**config.mk**
```make
export PLATFORM = sky130hd
export DESIGN_NAME = murmur3_32_hash_top
export DESIGN_NICKNAME = d
export VERILOG_FILES = /design/src/hw/rtl/mm3_pkg.sv /design/src/hw/rtl/mm3_ctrl.sv /design/src/hw/rtl/mm3_datapath.sv /design/src/hw/rtl/murmur3_32_hash_top.sv
export SDC_FILE = /design/constraint.sdc
export NUM_CORES = 2
export LEC_CHECK = 0
export BUFFER_PORTS_ARGS = -buffer_cell sky130_fd_sc_hd__buf_4
export CAP_MARGIN = 30
export CORE_UTILIZATION = 65
export CTS_CLUSTER_SIZE = 25
export DETAILED_ROUTE_END_ITERATION = 7
export GPL_TIMING_DRIVEN = 0
export PLACE_DENSITY = 0.85
export SLEW_MARGIN = 15
export SYNTH_ARGS = -nofsm -noshare
export SYNTH_HDL_FRONTEND = slang
export SYNTH_SLANG_ARGS = --single-unit
```
**constraint.sdc**
```tcl
create_clock -name clk -period 12.88 [get_ports clk]
set_clock_uncertainty 0.05 [all_clocks]
set_input_delay 3.864 -clock clk [delete_from_list [all_inputs] [get_ports clk]]
set_output_delay 3.864 -clock clk [all_outputs]
set_load 0.005 [all_outputs]
```
**src/hw/rtl/mm3_pkg.sv**
```systemverilog
// Package: shared types and constants for the murmur3 x86_32 hash block.
`default_nettype none
package mm3_pkg;

  localparam logic [31:0] C1      = 32'hcc9e2d51;
  localparam logic [31:0] C2      = 32'h1b873593;
  localparam logic [31:0] MERGE_K = 32'he6546b64;
  localparam logic [31:0] FMIX_C1 = 32'h85ebca6b;
  localparam logic [31:0] FMIX_C2 = 32'hc2b2ae35;
  localparam logic [2:0]  FULL_COUNT = 3'd4;

  typedef enum logic [2:0] {
    OP_NONE,
    OP_LOAD,
    OP_MUL1,
    OP_MUL2,
    OP_MERGE,
    OP_FMIX1,
    OP_FMIX2,
    OP_FMIX3
  } op_t;

  typedef struct packed {
    op_t op;
  } cmd_t;

  typedef struct packed {
    logic last;
    logic out_busy;
  } status_t;

endpackage
`default_nettype wire

```
**src/hw/rtl/mm3_ctrl.sv**
```systemverilog
// Controller: sequences load, scramble, merge and finalization steps.
`default_nettype none
module mm3_ctrl (
  input  wire logic            clk,
  input  wire logic            rst,
  input  wire logic            in_valid,
  output logic                 in_stall,
  input  wire mm3_pkg::status_t sts,
  output mm3_pkg::cmd_t        cmd
);

  typedef enum logic [2:0] {
    ST_IDLE,
    ST_MUL1,
    ST_MUL2,
    ST_MERGE,
    ST_FIN1,
    ST_FIN2,
    ST_FIN3
  } state_t;

  state_t state;
  state_t state_next;

  always_comb begin
    state_next = state;
    cmd.op     = mm3_pkg::OP_NONE;
    unique case (state)
      ST_IDLE: begin
        if (in_valid) begin
          cmd.op     = mm3_pkg::OP_LOAD;
          state_next = ST_MUL1;
        end
      end
      ST_MUL1: begin
        cmd.op     = mm3_pkg::OP_MUL1;
        state_next = ST_MUL2;
      end
      ST_MUL2: begin
        cmd.op     = mm3_pkg::OP_MUL2;
        state_next = ST_MERGE;
      end
      ST_MERGE: begin
        cmd.op     = mm3_pkg::OP_MERGE;
        state_next = sts.last ? ST_FIN1 : ST_IDLE;
      end
      ST_FIN1: begin
        cmd.op     = mm3_pkg::OP_FMIX1;
        state_next = ST_FIN2;
      end
      ST_FIN2: begin
        cmd.op     = mm3_pkg::OP_FMIX2;
        state_next = ST_FIN3;
      end
      ST_FIN3: begin
        if (!sts.out_busy) begin
          cmd.op     = mm3_pkg::OP_FMIX3;
          state_next = ST_IDLE;
        end
      end
      default: state_next = ST_IDLE;
    endcase
  end

  assign in_stall = (state != ST_IDLE);

  always_ff @(posedge clk) begin
    if (rst) begin
      state <= ST_IDLE;
    end else begin
      state <= state_next;
    end
  end

endmodule
`default_nettype wire

```
**src/hw/rtl/mm3_datapath.sv**
```systemverilog
// Datapath: seed, running hash, byte total, shared multiplier, output register.
`default_nettype none
module mm3_datapath (
  input  wire logic             clk,
  input  wire logic             rst,
  input  wire mm3_pkg::cmd_t    cmd,
  output mm3_pkg::status_t      sts,
  input  wire logic [31:0]      data_word,
  input  wire logic [2:0]       byte_count,
  input  wire logic             last_word,
  input  wire logic             cfg_valid,
  input  wire logic [31:0]      seed,
  output logic                  out_valid,
  input  wire logic             out_stall,
  output logic [31:0]           hash_value
);

  logic [31:0] seed_value;
  logic [31:0] scr;
  logic [31:0] hash_acc;
  logic [31:0] total;
  logic [2:0]  count;
  logic        last;
  logic        in_key;

  logic [2:0]  count_eff;
  logic [31:0] mask;
  logic [31:0] mul_a;
  logic [31:0] mul_b;
  logic [31:0] product;
  logic [31:0] mix;
  logic [31:0] rot;
  logic [31:0] merged;
  logic [31:0] fin_x;

  always_comb begin
    count_eff = byte_count;
    if (!last_word || byte_count > mm3_pkg::FULL_COUNT) begin
      count_eff = mm3_pkg::FULL_COUNT;
    end
    case (count_eff)
      3'd0:    mask = 32'h0000_0000;
      3'd1:    mask = 32'h0000_00ff;
      3'd2:    mask = 32'h0000_ffff;
      3'd3:    mask = 32'h00ff_ffff;
      default: mask = 32'hffff_ffff;
    endcase
  end

  assign fin_x = hash_acc ^ total;

  always_comb begin
    mul_a = scr;
    mul_b = mm3_pkg::C1;
    case (cmd.op)
      mm3_pkg::OP_MUL2: begin
        mul_a = {scr[16:0], scr[31:17]};
        mul_b = mm3_pkg::C2;
      end
      mm3_pkg::OP_FMIX1: begin
        mul_a = fin_x ^ {16'h0000, fin_x[31:16]};
        mul_b = mm3_pkg::FMIX_C1;
      end
      mm3_pkg::OP_FMIX2: begin
        mul_a = hash_acc ^ {13'h0000, hash_acc[31:13]};
        mul_b = mm3_pkg::FMIX_C2;
      end
      default: begin
        mul_a = scr;
        mul_b = mm3_pkg::C1;
      end
    endcase
  end

  assign product = mul_a * mul_b;

  always_comb begin
    mix    = hash_acc ^ scr;
    rot    = {mix[18:0], mix[31:19]};
    merged = (count == mm3_pkg::FULL_COUNT) ? (rot + {rot[29:0], 2'b00} + mm3_pkg::MERGE_K)
                                            : mix;
  end

  assign sts.last     = last;
  assign sts.out_busy = out_valid && out_stall;

  always_ff @(posedge clk) begin
    if (rst) begin
      seed_value <= 32'h0;
      hash_acc   <= 32'h0;
      total      <= 32'h0;
      in_key     <= 1'b0;
      out_valid  <= 1'b0;
    end else begin
      if (cfg_valid) begin
        seed_value <= seed;
      end
      if (cmd.op == mm3_pkg::OP_FMIX3) begin
        out_valid <= 1'b1;
      end else if (out_valid && !out_stall) begin
        out_valid <= 1'b0;
      end
      case (cmd.op)
        mm3_pkg::OP_LOAD: begin
          scr   <= data_word & mask;
          count <= count_eff;
          last  <= last_word;
          if (!in_key) begin
            hash_acc <= seed_value;
          end
          in_key <= 1'b1;
        end
        mm3_pkg::OP_MUL1, mm3_pkg::OP_MUL2: begin
          scr <= product;
        end
        mm3_pkg::OP_MERGE: begin
          hash_acc <= merged;
          total    <= total + {29'h0, count};
        end
        mm3_pkg::OP_FMIX1, mm3_pkg::OP_FMIX2: begin
          hash_acc <= product;
        end
        mm3_pkg::OP_FMIX3: begin
          hash_value <= hash_acc ^ {16'h0000, hash_acc[31:16]};
          total      <= 32'h0;
          in_key     <= 1'b0;
        end
        default: begin
        end
      endcase
    end
  end

endmodule
`default_nettype wire

```
**src/hw/rtl/murmur3_32_hash_top.sv**
```systemverilog
// Top level: murmur3 x86_32 hash engine, controller plus datapath.
//
//   channel | signals                                   | dir
//   --------+-------------------------------------------+-----
//   in      | in_valid, in_stall, data_word, byte_count,|  in
//           | last_word                                 |
//   out     | out_valid, out_stall, hash_value          | out
//   cfg     | cfg_valid, cfg_ready, seed                |  in
//
// Each word is loaded, passed twice through the one shared 32x32
// multiplier, then merged. A last word adds the finalization steps, two of
// them on the same multiplier. in_stall is high from the cycle after a
// request is taken until the item is done. A held output stalls only the
// final step of the next key. Reset is synchronous and sets the seed to 0.
`default_nettype none
module murmur3_32_hash_top (
  input  wire logic        clk,
  input  wire logic        rst,
  input  wire logic        in_valid,
  output logic             in_stall,
  input  wire logic [31:0] data_word,
  input  wire logic [2:0]  byte_count,
  input  wire logic        last_word,
  output logic             out_valid,
  input  wire logic        out_stall,
  output logic [31:0]      hash_value,
  input  wire logic        cfg_valid,
  output logic             cfg_ready,
  input  wire logic [31:0] seed
);

  mm3_pkg::cmd_t    cmd;
  mm3_pkg::status_t sts;

  assign cfg_ready = 1'b1;

  mm3_ctrl u_ctrl (
    .clk      (clk),
    .rst      (rst),
    .in_valid (in_valid),
    .in_stall (in_stall),
    .sts      (sts),
    .cmd      (cmd)
  );

  mm3_datapath u_datapath (
    .clk        (clk),
    .rst        (rst),
    .cmd        (cmd),
    .sts        (sts),
    .data_word  (data_word),
    .byte_count (byte_count),
    .last_word  (last_word),
    .cfg_valid  (cfg_valid),
    .seed       (seed),
    .out_valid  (out_valid),
    .out_stall  (out_stall),
    .hash_value (hash_value)
  );

endmodule
`default_nettype wire

```
==> summary.txt <==
STA
  • Fmax: around 0.085 GHz
  • Final hold vios: 0
  • Setup TNS: 0 ns
  • Final setup fails: 0
  • Slew HR: 25.2%
  • Slew Limit Fails: 0
  • Worst slew pin tran: about 1.1 ns
  • Fin crit period: 11.79 ns
  • RSZ-0062 raised after global routing: no
  • Fin crit share: around 92%

Logic synthesis
  • Unique masters post-synth: 71
  • Top post-synthesis cells by area: fa_1 (32%), ha_1 (9.5%), inv_1 (9.1%), edfxtp_1 (8.1%), dfxtp_1 (8.0%)
  • Post-synth top area share: a little under a third
  • Top-count cell post-synth: inv_1
  • Syn avg cell area: roughly 9 um2
  • Async SR Flop Fraction: 0%
  • Post-synth top flop: dfxtp_1
  • Synthesized cell area: 0.0251 mm2
  • Synth warnings: 0
  • Largest area contributor in the netlist: fa_1
  • Register area share after synthesis: between 10% and 20%
  • Yosys reg bits: between 150 and 200
  • Top post-synthesis cells by count: inv_1 (610), fa_1 (399), nand2_1 (233)
  • Post-Syn Nets: around 3.5k
  • Post-Synthesis Cells: ~2.8k
  • Number of flops mapped to enable cells by yosys: slightly below 70

Floorplan
  • Initial core utilization: 66.4%
  • Chip width: between 150 and 200 um
  • Row count: slightly above 70
  • Ports: 108
  • Die height: roughly 200 um
  • Die footprint: around 0.039 mm2
  • Area of the core: 0.0378 mm2

CTS
  • Post-cts hold buffer count: 0
  • Resized cells post-CTS: 0
  • Root buffer cell: clkbuf_16
  • Post-CTS setup buffer count: 0
  • Worst-Skew Late Latency: 0.46 ns
  • CTS Buf Count: 17
  • CTS tree: yes
  • H-tree Lvls: 4
  • CTS clk-pin slew, worst paths: about 0.08 ns
  • Longest Clk Path Bufs: 2
  • Clock sink total: ~170

Detailed routing
  • DR iter-0 viols: slightly above 3k
  • Routed WL: slightly above 100000 um
  • Antenna Nets Post-Route: 0
  • Average vias per placed instance: about 6.5
  • Drt pass-1 iters: 8
  • Via count: approximately 23k
  • DRC: 1
  • WL per Instance: 29.3 um

Place
  • GP Congestion: around 1.2
  • Dpl hpwl: 83200 um
  • Port Buffer Count: approximately 100

Setup path
  • Worst path slowest cell: buf_1
  • Critical Path Start Type: register
  • CP dominant cell by count: fa_1
  • WP data required: about 13 ns
  • Crit end category: register
  • CP peak stage delay: 0.81 ns
  • Critical path class: register to register
  • WP data arrival: approximately 12 ns
  • Worst-path maximum fanout: 10

Finish
  • Synthesis-to-layout area growth: 8.63%
  • Final #Nets: approximately 3.6k
  • Proportion of layout cells with a drive suffix above 1: between 6 and 7%
  • Number of fill cells: 2969

Global route
  • GR Overflow Total: 0
  • Largest net degree at the start of global routing: 28
  • Initial antenna violation count: 7
  • First-pass GRT wire length: roughly 150000 um
  • Tot GR Track Use: a little over half
  • Vias in the first global route: 22.8k

Job
  • Max_cap viols: 0

Worst hold path
  • Worst hold path type: register to register

Run status
  • Outcome: finished, violations left
  • Failing checks: design-rule violations
## stage by stage
step	utilization, %	cells	area, um2	setup slack, ns	hold slack [ns]
floorplan	-	2802	25100	4.20	0.353
global placement	70.2	3417	26600	1.87	0.359
detailed placement	70.4	3423	26600	1.79	0.365
CTS	72.0	3455	27200	1.74	0.382
global route	72.1	3459	27300	1.22	0.395
finish	72.1	3468	27300	1.09	0.392
## final timing paths
path / from / to / slack (ns) / cells after the start
min: u_datapath.hash_acc[20] / u_datapath.hash_value[20] / 0.39 / 0
min reg2reg: u_datapath.hash_acc[20] / u_datapath.hash_value[20] / 0.39 / 0
max reg2reg: u_ctrl.state[1] / u_datapath.hash_acc[31] / 1.09 / 33
max: u_ctrl.state[1] / u_datapath.hash_acc[31] / 1.09 / 33
## critical path: cells and delay by family, from the launching register on
kind / cells / cell delay, ns
compound gates: 8 / 1.67
xor+xnor: 1 / 0.13
fa+ha+maj: 9 / 4.44
buf+inv: 10 / 4.01
flops: 1 / 0.33
simple gates: 5 / 1.00
## cell type report
class | instances | area (um2) | area share [%]
clock buffer | 17 | 425 | 1.56
inverter | 611 | 2290 | 8.40
tap | 511 | 639 | 2.34
sequential | 169 | 4060 | 14.9
antenna | 9 | 22.5 | 0.0825
multi-input combinational | 1906 | 18300 | 67.1
buffer | 116 | 464 | 1.70
timing repair buffer | 114 | 895 | 3.28
clock inverter | 15 | 173 | 0.632
## layer usage
layer	global-route usage, %	wire length [um]	vias to the layer above	share of wire, %
li1	-	-	9066	-
met1	62.9	33500	10800	33
met2	76.1	41300	2122	41
met3	24.4	16300	647	16
met4	44.6	10700	0	11
met5	0	0	-	0
## flip-flops by register name (all words and copies together) (netlist names)
signal                 flops
u_datapath.out_valid       1
u_datapath.last            1
u_datapath.in_key          1
u_ctrl.state               3
u_datapath.hash_value     32
u_datapath.scr            32
u_datapath.count           3
u_datapath.total          32
u_datapath.hash_acc       32
u_datapath.seed_value     32
## logic make-up after synthesis
kind of cell	share of synthesized area, %
buffers and inverters	11.0
and+or+nand+nor	10.9
adders and majority gates	41.3
AOI/OAI and AO/OA	10.7
xor gates and xnor gates	8.27
DFF	16.2
muxes	1.61
other	0.0149
## cells in the final DEF, fill, tap and decap left out, drive strengths merged, types with 68 or more instances in the layout
master  instances
xor2           84
nand2         234
xnor2         144
clkbuf        113
a21oi         127
nor2          212
dfxtp         101
inv           621
fa            399
ha            191
buf           134
o21ai          87
edfxtp         68
Power is not shown: default switching activity piles up to over one toggle a cycle in this logic, so the estimate is an artifact.
